<file path="src/rtl/core/bnb_pkg.sv">
package bnb_pkg;

   localparam int NUM_ATTRS  = 4;
   localparam int COUNT_BITS = 10;

   localparam int FEAT_W     = 4;
   localparam int SCORE_W    = 17;
   localparam int FRAC_BITS  = 16;

   // Product of the running score and a count, and the widest divisor (sum of both totals).
   localparam int PROD_W     = SCORE_W + COUNT_BITS;
   localparam int DIVR_W     = COUNT_BITS + 1;
   localparam int DIV_CNT_W  = $clog2(PROD_W + 1);

   localparam int ATTR_IDX_W = (NUM_ATTRS > 1) ? $clog2(NUM_ATTRS) : 1;
   localparam int ATTR_CNT_W = $clog2(NUM_ATTRS + 1);

   localparam int QUEUE_DEPTH = 2;
   localparam int QPTR_W      = (QUEUE_DEPTH > 1) ? $clog2(QUEUE_DEPTH) : 1;
   localparam int QCNT_W      = $clog2(QUEUE_DEPTH + 1);

   localparam logic [COUNT_BITS-1:0] COUNT_MAX = {COUNT_BITS{1'b1}};
   localparam logic [SCORE_W-1:0]    ONE_FIXED = SCORE_W'(1) << FRAC_BITS;

   localparam logic [1:0] OP_CLEAR = 2'd0;
   localparam logic [1:0] OP_TRAIN = 2'd1;
   localparam logic [1:0] OP_QUERY = 2'd2;
   localparam logic [1:0] OP_NOP   = 2'd3;

   typedef enum logic [1:0] {
      CMD_CLEAR,
      CMD_TRAIN,
      CMD_QUERY,
      CMD_NOP
   } cmd_kind_type;

   typedef struct packed {
      cmd_kind_type         kind;
      logic [NUM_ATTRS-1:0] feats;
      logic                 cls;
   } cmd_type;

   typedef enum logic [1:0] {
      ST_IDLE,
      ST_MUL,
      ST_DIV,
      ST_OUT
   } back_state_type;

   typedef struct packed {
      logic              start;
      logic [PROD_W-1:0] dividend;
      logic [DIVR_W-1:0] divisor;
   } div_req_type;

   typedef struct packed {
      logic              done;
      logic [PROD_W-1:0] quotient;
   } div_rsp_type;

endpackage

</file>
<file path="src/rtl/core/bnb_front.sv">
module bnb_front (
   input  logic                           req_valid,
   input  logic [1:0]                     req_opcode,
   input  logic [bnb_pkg::FEAT_W-1:0]     req_feature_bits,
   input  logic                           req_class_bit,
   input  logic                           q_full,
   output logic                           req_ready,
   output logic                           q_push,
   output bnb_pkg::cmd_type               q_cmd
);

   logic [bnb_pkg::NUM_ATTRS-1:0] feats_ext;

   // Attributes beyond the width of the input field read as no.
   always_comb begin
      for (int j = 0; j < bnb_pkg::NUM_ATTRS; j++) begin
         if (j < bnb_pkg::FEAT_W) begin
            feats_ext[j] = req_feature_bits[j];
         end else begin
            feats_ext[j] = 1'b0;
         end
      end
   end

   always_comb begin
      q_cmd.feats = feats_ext;
      q_cmd.cls   = req_class_bit;
      case (req_opcode)
         bnb_pkg::OP_CLEAR: q_cmd.kind = bnb_pkg::CMD_CLEAR;
         bnb_pkg::OP_TRAIN: q_cmd.kind = bnb_pkg::CMD_TRAIN;
         bnb_pkg::OP_QUERY: q_cmd.kind = bnb_pkg::CMD_QUERY;
         default:           q_cmd.kind = bnb_pkg::CMD_NOP;
      endcase
   end

   assign req_ready = !q_full;
   assign q_push    = req_valid && !q_full;

endmodule

</file>
<file path="src/rtl/core/bnb_fifo.sv">
module bnb_fifo (
   input  logic             clock,
   input  logic             reset,
   input  logic             push,
   input  bnb_pkg::cmd_type push_cmd,
   input  logic             pop,
   output logic             full,
   output logic             q_valid,
   output bnb_pkg::cmd_type q_cmd
);

   bnb_pkg::cmd_type               mem_ff [bnb_pkg::QUEUE_DEPTH];
   logic [bnb_pkg::QPTR_W-1:0]     wr_ptr_ff, wr_ptr_in;
   logic [bnb_pkg::QPTR_W-1:0]     rd_ptr_ff, rd_ptr_in;
   logic [bnb_pkg::QCNT_W-1:0]     cnt_ff, cnt_in;

   function automatic logic [bnb_pkg::QPTR_W-1:0] ptr_next(input logic [bnb_pkg::QPTR_W-1:0] p);
      logic [bnb_pkg::QPTR_W-1:0] r;
      if (p == bnb_pkg::QPTR_W'(bnb_pkg::QUEUE_DEPTH - 1)) begin
         r = '0;
      end else begin
         r = p + 1'b1;
      end
      return r;
   endfunction

   assign full    = (cnt_ff == bnb_pkg::QCNT_W'(bnb_pkg::QUEUE_DEPTH));
   assign q_valid = (cnt_ff != '0);
   assign q_cmd   = mem_ff[rd_ptr_ff];

   always_comb begin
      wr_ptr_in = push ? ptr_next(wr_ptr_ff) : wr_ptr_ff;
      rd_ptr_in = pop ? ptr_next(rd_ptr_ff) : rd_ptr_ff;
      cnt_in    = cnt_ff;
      if (push && !pop) begin
         cnt_in = cnt_ff + 1'b1;
      end else if (pop && !push) begin
         cnt_in = cnt_ff - 1'b1;
      end
   end

   always_ff @(posedge clock) begin
      if (reset) begin
         wr_ptr_ff <= '0;
         rd_ptr_ff <= '0;
         cnt_ff    <= '0;
      end else begin
         wr_ptr_ff <= wr_ptr_in;
         rd_ptr_ff <= rd_ptr_in;
         cnt_ff    <= cnt_in;
      end
   end

   always_ff @(posedge clock) begin
      if (push) begin
         mem_ff[wr_ptr_ff] <= push_cmd;
      end
   end

endmodule

</file>
<file path="src/rtl/core/bnb_div.sv">
module bnb_div (
   input  logic                 clock,
   input  logic                 reset,
   input  bnb_pkg::div_req_type div_req,
   output bnb_pkg::div_rsp_type div_rsp
);

   logic                          busy_ff, busy_in;
   logic                          done_ff, done_in;
   logic [bnb_pkg::DIV_CNT_W-1:0] cnt_ff, cnt_in;
   logic [bnb_pkg::DIVR_W-1:0]    rem_ff, rem_in;
   logic [bnb_pkg::DIVR_W-1:0]    divisor_ff, divisor_in;
   logic [bnb_pkg::PROD_W-1:0]    quo_ff, quo_in;
   logic [bnb_pkg::DIVR_W:0]      rem_sh;
   logic [bnb_pkg::DIVR_W:0]      rem_sub;
   logic                          fits;

   // Restoring division, one quotient bit per cycle; the dividend shifts out
   // of the top of quo_ff while quotient bits enter at the bottom.
   always_comb begin
      rem_sh     = {rem_ff, quo_ff[bnb_pkg::PROD_W-1]};
      rem_sub    = rem_sh - {1'b0, divisor_ff};
      fits       = (rem_sh >= {1'b0, divisor_ff});
      busy_in    = busy_ff;
      done_in    = 1'b0;
      cnt_in     = cnt_ff;
      rem_in     = rem_ff;
      divisor_in = divisor_ff;
      quo_in     = quo_ff;
      if (div_req.start) begin
         busy_in    = 1'b1;
         cnt_in     = bnb_pkg::DIV_CNT_W'(bnb_pkg::PROD_W);
         rem_in     = '0;
         divisor_in = div_req.divisor;
         quo_in     = div_req.dividend;
      end else if (busy_ff) begin
         rem_in = fits ? rem_sub[bnb_pkg::DIVR_W-1:0] : rem_sh[bnb_pkg::DIVR_W-1:0];
         quo_in = {quo_ff[bnb_pkg::PROD_W-2:0], fits};
         cnt_in = cnt_ff - 1'b1;
         if (cnt_ff == bnb_pkg::DIV_CNT_W'(1)) begin
            busy_in = 1'b0;
            done_in = 1'b1;
         end
      end
   end

   always_ff @(posedge clock) begin
      if (reset) begin
         busy_ff <= 1'b0;
         done_ff <= 1'b0;
         cnt_ff  <= '0;
      end else begin
         busy_ff <= busy_in;
         done_ff <= done_in;
         cnt_ff  <= cnt_in;
      end
   end

   always_ff @(posedge clock) begin
      rem_ff     <= rem_in;
      divisor_ff <= divisor_in;
      quo_ff     <= quo_in;
   end

   assign div_rsp.done     = done_ff;
   assign div_rsp.quotient = quo_ff;

endmodule

</file>
<file path="src/rtl/core/bnb_back.sv">
module bnb_back (
   input  logic                           clock,
   input  logic                           reset,
   input  logic                           q_valid,
   input  bnb_pkg::cmd_type               q_cmd,
   output logic                           q_pop,
   input  logic                           rsp_ready,
   output logic                           rsp_valid,
   output logic [bnb_pkg::SCORE_W-1:0]    rsp_score,
   output logic                           rsp_undefined,
   output logic                           rsp_saturated
);

   bnb_pkg::back_state_type state_ff, state_in;

   logic [bnb_pkg::COUNT_BITS-1:0] yes_ff [2][bnb_pkg::NUM_ATTRS];
   logic [bnb_pkg::COUNT_BITS-1:0] yes_in [2][bnb_pkg::NUM_ATTRS];
   logic [bnb_pkg::COUNT_BITS-1:0] tot_ff [2];
   logic [bnb_pkg::COUNT_BITS-1:0] tot_in [2];

   logic                            cls_ff, cls_in;
   logic [bnb_pkg::NUM_ATTRS-1:0]   feat_ff, feat_in;
   logic [bnb_pkg::SCORE_W-1:0]     p_ff, p_in;
   logic [bnb_pkg::ATTR_CNT_W-1:0]  step_ff, step_in;

   logic                            rsp_valid_ff, rsp_valid_in;
   logic [bnb_pkg::SCORE_W-1:0]     score_ff, score_in;
   logic                            undef_ff, undef_in;
   logic                            sat_ff, sat_in;

   logic                            slot_free;
   logic [bnb_pkg::ATTR_IDX_W-1:0]  idx;
   logic [bnb_pkg::COUNT_BITS-1:0]  total;
   logic [bnb_pkg::COUNT_BITS-1:0]  yes_sel;
   logic [bnb_pkg::COUNT_BITS-1:0]  match;
   logic [bnb_pkg::DIVR_W-1:0]      all_sum;

   bnb_pkg::div_req_type div_req;
   bnb_pkg::div_rsp_type div_rsp;

   bnb_div u_div (
      .clock   (clock),
      .reset   (reset),
      .div_req (div_req),
      .div_rsp (div_rsp)
   );

   assign slot_free = !rsp_valid_ff || rsp_ready;
   assign idx       = step_ff[bnb_pkg::ATTR_IDX_W-1:0];
   assign total     = tot_ff[cls_ff];
   assign yes_sel   = yes_ff[cls_ff][idx];
   assign match     = feat_ff[idx] ? yes_sel : (total - yes_sel);
   assign all_sum   = {1'b0, tot_ff[0]} + {1'b0, tot_ff[1]};

   always_comb begin
      state_in     = state_ff;
      yes_in       = yes_ff;
      tot_in       = tot_ff;
      cls_in       = cls_ff;
      feat_in      = feat_ff;
      p_in         = p_ff;
      step_in      = step_ff;
      rsp_valid_in = rsp_valid_ff && !rsp_ready;
      score_in     = score_ff;
      undef_in     = undef_ff;
      sat_in       = sat_ff;
      q_pop        = 1'b0;
      div_req      = '0;

      case (state_ff)
         bnb_pkg::ST_IDLE: begin
            if (q_valid && slot_free) begin
               q_pop    = 1'b1;
               score_in = '0;
               undef_in = 1'b0;
               sat_in   = 1'b0;
               case (q_cmd.kind)
                  bnb_pkg::CMD_CLEAR: begin
                     rsp_valid_in = 1'b1;
                     for (int c = 0; c < 2; c++) begin
                        tot_in[c] = '0;
                        for (int j = 0; j < bnb_pkg::NUM_ATTRS; j++) begin
                           yes_in[c][j] = '0;
                        end
                     end
                  end
                  bnb_pkg::CMD_TRAIN: begin
                     rsp_valid_in = 1'b1;
                     // A yes count never exceeds its class total, so only the total can fill.
                     if (tot_ff[q_cmd.cls] == bnb_pkg::COUNT_MAX) begin
                        sat_in = 1'b1;
                     end else begin
                        tot_in[q_cmd.cls] = tot_ff[q_cmd.cls] + 1'b1;
                        for (int j = 0; j < bnb_pkg::NUM_ATTRS; j++) begin
                           yes_in[q_cmd.cls][j] = yes_ff[q_cmd.cls][j]
                                                + bnb_pkg::COUNT_BITS'(q_cmd.feats[j]);
                        end
                     end
                  end
                  bnb_pkg::CMD_QUERY: begin
                     if (tot_ff[q_cmd.cls] == '0) begin
                        rsp_valid_in = 1'b1;
                        undef_in     = 1'b1;
                     end else begin
                        cls_in   = q_cmd.cls;
                        feat_in  = q_cmd.feats;
                        p_in     = bnb_pkg::ONE_FIXED;
                        step_in  = '0;
                        state_in = bnb_pkg::ST_MUL;
                     end
                  end
                  default: begin
                     rsp_valid_in = 1'b1;
                  end
               endcase
            end
         end
         bnb_pkg::ST_MUL: begin
            div_req.start = 1'b1;
            if (step_ff == bnb_pkg::ATTR_CNT_W'(bnb_pkg::NUM_ATTRS)) begin
               // Prior: multiply by the class total and divide by the sum of both class totals.
               div_req.dividend = bnb_pkg::PROD_W'(p_ff) * bnb_pkg::PROD_W'(total);
               div_req.divisor  = all_sum;
            end else begin
               div_req.dividend = bnb_pkg::PROD_W'(p_ff) * bnb_pkg::PROD_W'(match);
               div_req.divisor  = bnb_pkg::DIVR_W'(total);
            end
            state_in = bnb_pkg::ST_DIV;
         end
         bnb_pkg::ST_DIV: begin
            if (div_rsp.done) begin
               p_in = div_rsp.quotient[bnb_pkg::SCORE_W-1:0];
               if (step_ff == bnb_pkg::ATTR_CNT_W'(bnb_pkg::NUM_ATTRS)) begin
                  state_in = bnb_pkg::ST_OUT;
               end else begin
                  step_in  = step_ff + 1'b1;
                  state_in = bnb_pkg::ST_MUL;
               end
            end
         end
         bnb_pkg::ST_OUT: begin
            if (slot_free) begin
               rsp_valid_in = 1'b1;
               score_in     = p_ff;
               undef_in     = 1'b0;
               sat_in       = 1'b0;
               state_in     = bnb_pkg::ST_IDLE;
            end
         end
         default: begin
            state_in = bnb_pkg::ST_IDLE;
         end
      endcase
   end

   always_ff @(posedge clock) begin
      if (reset) begin
         state_ff     <= bnb_pkg::ST_IDLE;
         rsp_valid_ff <= 1'b0;
         for (int c = 0; c < 2; c++) begin
            tot_ff[c] <= '0;
            for (int j = 0; j < bnb_pkg::NUM_ATTRS; j++) begin
               yes_ff[c][j] <= '0;
            end
         end
      end else begin
         state_ff     <= state_in;
         rsp_valid_ff <= rsp_valid_in;
         tot_ff       <= tot_in;
         yes_ff       <= yes_in;
      end
   end

   always_ff @(posedge clock) begin
      cls_ff   <= cls_in;
      feat_ff  <= feat_in;
      p_ff     <= p_in;
      step_ff  <= step_in;
      score_ff <= score_in;
      undef_ff <= undef_in;
      sat_ff   <= sat_in;
   end

   assign rsp_valid     = rsp_valid_ff;
   assign rsp_score     = score_ff;
   assign rsp_undefined = undef_ff;
   assign rsp_saturated = sat_ff;

endmodule

</file>
<file path="src/rtl/core/binary_naive_bayes_classifier_core.sv">
// Channel   Direction  Ports
// req       in         req_valid, req_ready, req_opcode, req_feature_bits, req_class_bit
// rsp       out        rsp_valid, rsp_ready, rsp_score, rsp_undefined, rsp_saturated
//
// Clear, train and no-operation transactions are answered directly from the idle state of the
// back end. A query runs five chained divisions through one shared restoring divider, one
// quotient bit per cycle.
// Reset is synchronous and zeroes all counts at once; no clearing pass is needed.
// A two-entry queue accepts requests while a query runs or a result waits, until it is full.
module binary_naive_bayes_classifier_core (
   input  logic                        clock,
   input  logic                        reset,
   input  logic                        req_valid,
   output logic                        req_ready,
   input  logic [1:0]                  req_opcode,
   input  logic [bnb_pkg::FEAT_W-1:0]  req_feature_bits,
   input  logic                        req_class_bit,
   output logic                        rsp_valid,
   input  logic                        rsp_ready,
   output logic [bnb_pkg::SCORE_W-1:0] rsp_score,
   output logic                        rsp_undefined,
   output logic                        rsp_saturated
);

   logic             q_full;
   logic             q_push;
   logic             q_pop;
   logic             q_valid;
   bnb_pkg::cmd_type push_cmd;
   bnb_pkg::cmd_type head_cmd;

   bnb_front u_front (
      .req_valid        (req_valid),
      .req_opcode       (req_opcode),
      .req_feature_bits (req_feature_bits),
      .req_class_bit    (req_class_bit),
      .q_full           (q_full),
      .req_ready        (req_ready),
      .q_push           (q_push),
      .q_cmd            (push_cmd)
   );

   bnb_fifo u_fifo (
      .clock    (clock),
      .reset    (reset),
      .push     (q_push),
      .push_cmd (push_cmd),
      .pop      (q_pop),
      .full     (q_full),
      .q_valid  (q_valid),
      .q_cmd    (head_cmd)
   );

   bnb_back u_back (
      .clock         (clock),
      .reset         (reset),
      .q_valid       (q_valid),
      .q_cmd         (head_cmd),
      .q_pop         (q_pop),
      .rsp_ready     (rsp_ready),
      .rsp_valid     (rsp_valid),
      .rsp_score     (rsp_score),
      .rsp_undefined (rsp_undefined),
      .rsp_saturated (rsp_saturated)
   );

   // A flagged transaction never carries a score.
   a_flag_zero_score : assert property (@(posedge clock) disable iff (reset)
      rsp_valid && (rsp_undefined || rsp_saturated) |-> rsp_score == '0)
      else $error("flagged result with non-zero score");

   a_flags_exclusive : assert property (@(posedge clock) disable iff (reset)
      rsp_valid |-> !(rsp_undefined && rsp_saturated))
      else $error("undefined and saturated both set");

   a_score_bound : assert property (@(posedge clock) disable iff (reset)
      rsp_valid |-> rsp_score <= bnb_pkg::ONE_FIXED)
      else $error("score above one");

   a_pop_nonempty : assert property (@(posedge clock) disable iff (reset)
      q_pop |-> q_valid)
      else $error("queue popped while empty");

endmodule

</file>
<file path="config.mk">
export PLATFORM = sky130hd
export DESIGN_NAME = binary_naive_bayes_classifier_core
export DESIGN_NICKNAME = d
export VERILOG_FILES = /design/src/rtl/core/bnb_pkg.sv /design/src/rtl/core/bnb_front.sv /design/src/rtl/core/bnb_fifo.sv /design/src/rtl/core/bnb_div.sv /design/src/rtl/core/bnb_back.sv /design/src/rtl/core/binary_naive_bayes_classifier_core.sv
export SDC_FILE = /design/constraint.sdc
export NUM_CORES = 1
export LEC_CHECK = 0
export BUFFER_PORTS_ARGS = -buffer_cell sky130_fd_sc_hd__buf_2
export CAP_MARGIN = 20
export CORE_ASPECT_RATIO = 2
export CORE_MARGIN = 1
export CORE_UTILIZATION = 60
export CTS_CLUSTER_SIZE = 24
export DETAILED_ROUTE_END_ITERATION = 8
export PLACE_DENSITY = 0.8
export SYNTH_ARGS = -nofsm -noshare
export SYNTH_HDL_FRONTEND = slang
export SYNTH_SLANG_ARGS = --single-unit
</file>
<file path="constraint.sdc">
create_clock -name clock -period 27.1 [get_ports clock]
set_clock_uncertainty 0.1 [all_clocks]
set_input_delay 2.71 -clock clock [delete_from_list [all_inputs] [get_ports clock]]
set_output_delay 2.71 -clock clock [all_outputs]
set_load 0.02 [all_outputs]
</file>
==> results.tsv <==
stage	metric	value	unit
drt	post-route ant nets	0	
worst_hold_path	startpoint of the lowest-slack hold path	u_back.yes_ff[29]	
critical_path	origin of the critical flop-to-flop path	u_back.step_ff[0]	
synth	Synth top area share	20.6	%
synth	post-synthesis adder-cell area fraction	29.9	%
sta	number of setup violations in the final report	0	
clock_network	Longest Clk Path Bufs	3	
power_and_ir_drop	Int Power	0.849	mW
synth	top cell type by total area after synthesis	sky130_fd_sc_hd__fa_1	
critical_path	Critical R2R Capture	u_back.u_div.quo_ff[24]	
drt	DRC viols	0	
cells_and_area	number of non-filler instances in the completed layout	3009	
worst_hold_path	Hold Crit Depth	2	
synth	cells taking the most area after synthesis	sky130_fd_sc_hd__fa_1, sky130_fd_sc_hd__edfxtp_1, sky130_fd_sc_hd__dfxtp_1, sky130_fd_sc_hd__ha_1, sky130_fd_sc_hd__inv_1	
critical_path	slowest stage cell, crit path	sky130_fd_sc_hd__a211oi_1	
critical_path	Reg2Reg Depth	30	
cells_and_area	share of layout cells above drive strength 1	6.26	%
floorplanning	starting density of the core	61.1	%
global_route	global-route wire length before repair	103000	um
global_route	maximum number of pins on one net before global-route repair	73	
power_and_ir_drop	switch share	43.6	%
cells_and_area	nets@finish	2900	
synth	Post-Synth Simple-Gate Area	17.4	%
synth	number of synthesized flops with an enable pin	96	
synth	sequential element share of the synthesized area	23.3	%
power_and_ir_drop	Reg power frac	31.3	%
clock_network	number of buffers created by CTS	23	
flow_run	number of maximum-capacitance violations	0	
clock_network	clock tree root buffer cell	sky130_fd_sc_hd__clkbuf_16	
floorplanning	Die Height	280	um
floorplanning	Boundary Pins	32	
cells_and_area	commonest cells after routing, fill and taps aside	sky130_fd_sc_hd__inv_1, sky130_fd_sc_hd__nand2_1, sky130_fd_sc_hd__fa_1	
placed_design	Detailed Place HPWL	46600	um
sta	tightest slew margin relative to the limit	23.2	%
clock_network	latest clock arrival within the worst-skew pair	0.55	ns
synth	number of distinct standard cells referenced by the synthesized netlist	71	
clock_network	sink count of the clock tree	222	
power_and_ir_drop	clock group share of total power	22.0	%
global_route	number of global-route vias before repair	20000	
clock_network	post-CTS setup buffers	0	
critical_path	top fanout value on the critical path	24	
placed_design	Placed Cells incl. Taps	2966	
drt	number of DRC violations after detailed-routing iteration 0	1545	
floorplanning	standard-cell row count	101	
critical_path	signal arrival time at the worst endpoint	10.12	ns
synth	XOR/XNOR share of the synthesized area	3.54	%
sta	post-route fraction of the period consumed by the critical path	36.7	%
sta	Hold Violations, Final	0	
worst_hold_path	Hold/Removal Path Class	reg2reg	
critical_path	startpoint kind of the worst setup timing path	flop	
drt	final WL	63600	um
synth	Synth Area per Inst	9.20	um2
clock_network	post-CTS clock slew at the launch and capture registers of the worst setup and hold paths	0.07	ns
cells_and_area	# diodes	0	
power_and_ir_drop	worst vdd ir	0.0000596	V
synth	count of warnings emitted by yosys	0	
critical_path	Critical Path Max Stage Delay	0.77	ns
critical_path	critical path endpoint category	flop	
worst_hold_path	hold-critical path endpoint	u_back.yes_ff[29]	
global_route	residual overflow from global routing	0	
cells_and_area	Layout Area Growth over Synthesis	5.18	%
global_route	GRT Resource Usage Total	33.5	%
outcome	status	completed	
synth	flip-flop and latch count after synthesis	222	
sta	highest clock rate	0.101	GHz
cells_and_area	commonest non-fill, non-tap cell in the layout	sky130_fd_sc_hd__inv_1	
floorplanning	chip width	141	um
clock_network	clock tree from TritonCTS	done	
floorplanning	CORE AREA	38000	um2
placed_design	weighted congestion at the end of routability-driven global placement	0.963	
floorplanning	area enclosed by the die boundary	39600	um2
power_and_ir_drop	power density over the cells	61.6	nW/um2
power_and_ir_drop	combinational share of power	46.7	%
synth	post-synthesis instance area	23200	um2
critical_path	flop-to-flop setup slack	17.16	ns
clock_network	post-cts hold buffer count	0	
clock_network	depth of the CTS H-tree	1	
critical_path	critical path type	reg2reg	
synth	post-synthesis instance total	2526	
sta	final worst path period need	9.94	ns
placed_design	buffers added on ports	31	
power_and_ir_drop	leakage dissipation	11.2	nW
critical_path	required arrival time at the worst endpoint	27.28	ns
synth	synthesized-area fraction occupied by ao, oa, aoi and oai cells	12.6	%
clock_network	count of cells resized by post-cts repair	0	
sta	RSZ-0062 raised after global routing	no	
global_route	antenna violations before repair	1	
cells_and_area	total of fill cells in the finished design	3093	
sta	total negative setup slack	0	ns
drt	Detailed Routing Iterations Pass 1	6	
synth	Synthesized Nets	2949	
critical_path	crit path from	u_back.step_ff[0]	
synth	main combinational cell family by area after synthesis	adder cells	
synth	top flip-flop cell by instance count after synthesis	sky130_fd_sc_hd__dfxtp_1	
power_and_ir_drop	sw power	0.656	mW
synth	post-synthesis async set-or-reset flop share	0	%
drt	routed length per placed instance	21.1	um
sta	Least-Margin Pin Slew	1.15	ns
drt	vias after detailed routing	18700	
critical_path	most repeated library cell on the critical path	sky130_fd_sc_hd__fa_1	
sta	final-report max-slew violation count	0	
drt	number of vias per cell	6.22	
synth	post-synthesis mux area share	5.71	%
-- synthesized netlist by cell type, types with 6 or more instances --
cell type and count:
sky130_fd_sc_hd__nor2_1 134, sky130_fd_sc_hd__buf_1 17, sky130_fd_sc_hd__buf_6 13, sky130_fd_sc_hd__xnor2_1 54, sky130_fd_sc_hd__nor3_1 25, sky130_fd_sc_hd__fa_1 239, sky130_fd_sc_hd__nand4_1 8, sky130_fd_sc_hd__nand3_1 69
sky130_fd_sc_hd__nor4_1 8, sky130_fd_sc_hd__mux2i_1 67, sky130_fd_sc_hd__nand2_1 300, sky130_fd_sc_hd__and2_1 170, sky130_fd_sc_hd__o31a_1 6, sky130_fd_sc_hd__buf_2 9, sky130_fd_sc_hd__dfxtp_1 126, sky130_fd_sc_hd__xor2_1 40
sky130_fd_sc_hd__a211oi_1 16, sky130_fd_sc_hd__clkbuf_1 97, sky130_fd_sc_hd__mux2_2 13, sky130_fd_sc_hd__nor2b_1 40, sky130_fd_sc_hd__a21oi_1 86, sky130_fd_sc_hd__o31ai_1 21, sky130_fd_sc_hd__nand2b_1 10, sky130_fd_sc_hd__or3_1 10
sky130_fd_sc_hd__o211ai_1 7, sky130_fd_sc_hd__edfxtp_1 96, sky130_fd_sc_hd__inv_1 306, sky130_fd_sc_hd__a21boi_0 11, sky130_fd_sc_hd__a21o_1 35, sky130_fd_sc_hd__a22o_1 90, sky130_fd_sc_hd__o21ai_0 74, sky130_fd_sc_hd__o21a_1 14
sky130_fd_sc_hd__and3_1 37, sky130_fd_sc_hd__o21bai_1 10, sky130_fd_sc_hd__a31oi_1 12, sky130_fd_sc_hd__ha_1 173, sky130_fd_sc_hd__mux4_2 21
-- state kept, by name, summed over array words and instances (netlist names), named ones only --
register	flops
u_back.u_div.cnt_ff	5
u_back.u_div.divisor_ff	11
u_back.rsp_valid	1
u_back.rsp_score	17
u_fifo.cnt_ff	2
u_back.feat_ff	4
u_back.yes_ff	80
u_back.rsp_undefined	1
u_back.u_div.done_ff	1
u_back.p_ff	17
u_fifo.mem_ff	14
u_back.step_ff	3
u_fifo.wr_ptr_ff	1
u_back.tot_ff	20
u_back.rsp_saturated	1
u_fifo.rd_ptr_ff	1
u_back.u_div.rem_ff	11
u_back.cls_ff	1
u_back.u_div.quo_ff	27
u_back.u_div.busy_ff	1
u_back.state_ff	2
-- logic make-up (layout without fill, tap and decap cells) --
kind of cell	count (synthesis)	in the layout
buffers and inverters	444	412
multiplexers	103	103
adder cells (fa/ha/maj)	412	412
AND/OR/NAND/NOR	830	830
AO/OA/AOI/OAI	421	421
XOR/XNOR	94	94
flip-flops	222	222
-- cell type report --
class	count	area [um2]	area share [%]
Clock inverter	18	183	0.747
Multi-Input combinational cell	1860	16100	65.8
Timing Repair Buffer	63	395	1.62
Sequential cell	222	5410	22.1
Clock buffer	24	579	2.37
Inverter	307	1150	4.71
Tap cell	515	644	2.64
-- routing by layer --
| layer | routed length [um] | track usage, % | vias up |
|---|---|---|---|
| met4 | 5530 | 25.1 | 0 |
| met2 | 33800 | 61.9 | 853 |
| met3 | 3830 | 3.81 | 322 |
| met1 | 20400 | 34.1 | 9206 |
| met5 | 0 | 0 | - |
| li1 | - | - | 8335 |
-- power groups by stage --
stage / logic (mW) / clock network (mW) / registers [mW]
4_1_cts: 0.696 / 0.335 / 0.468
2_1_floorplan: 0.510 / 0 / 0.463
5_1_grt: 0.778 / 0.348 / 0.476
6_report: 0.703 / 0.331 / 0.471
3_5_place_dp: 0.691 / 0 / 0.475
3_3_place_gp: 0.671 / 0 / 0.473
-- per-stage QoR --
step / area (um2) / total power, mW / hold slack, ns / setup slack, ns / utilization (%)
floorplan: 23200 / 0.973 / 0.339 / 17.62 / -
global placement: 23700 / 1.14 / 0.357 / 17.43 / 62.2
detailed placement: 23700 / 1.17 / 0.365 / 17.12 / 62.2
CTS: 24400 / 1.50 / 0.375 / 17.04 / 64.2
global route: 24400 / 1.60 / 0.404 / 16.74 / 64.3
finish: 24400 / 1.51 / 0.373 / 17.16 / 64.3
-- worst max-delay path by stage --
| stage | cells after the start | to | slack [ns] |
|---|---|---|---|
| after global routing | 30 | u_back.u_div.quo_ff[24] | 16.74 |
| final | 30 | u_back.u_div.quo_ff[24] | 17.16 |
| after CTS | 30 | u_back.u_div.quo_ff[24] | 17.04 |
| after floorplan | 33 | u_back.u_div.quo_ff[20] | 17.62 |
| after detailed placement | 30 | u_back.u_div.quo_ff[24] | 17.12 |
| after global placement | 30 | u_back.u_div.quo_ff[24] | 17.43 |
-- critical path, delay by kind of cell, from the launching register on --
kind | cells | cell delay, ns
AO/OA/AOI/OAI | 11 | 2.98
adder cells (fa/ha/maj) | 7 | 3.18
buffers and inverters | 5 | 0.72
flip-flops | 1 | 0.34
multiplexers | 2 | 0.80
AND/OR/NAND/NOR | 5 | 1.52
Note: power is estimated with default switching activity, not from simulation.
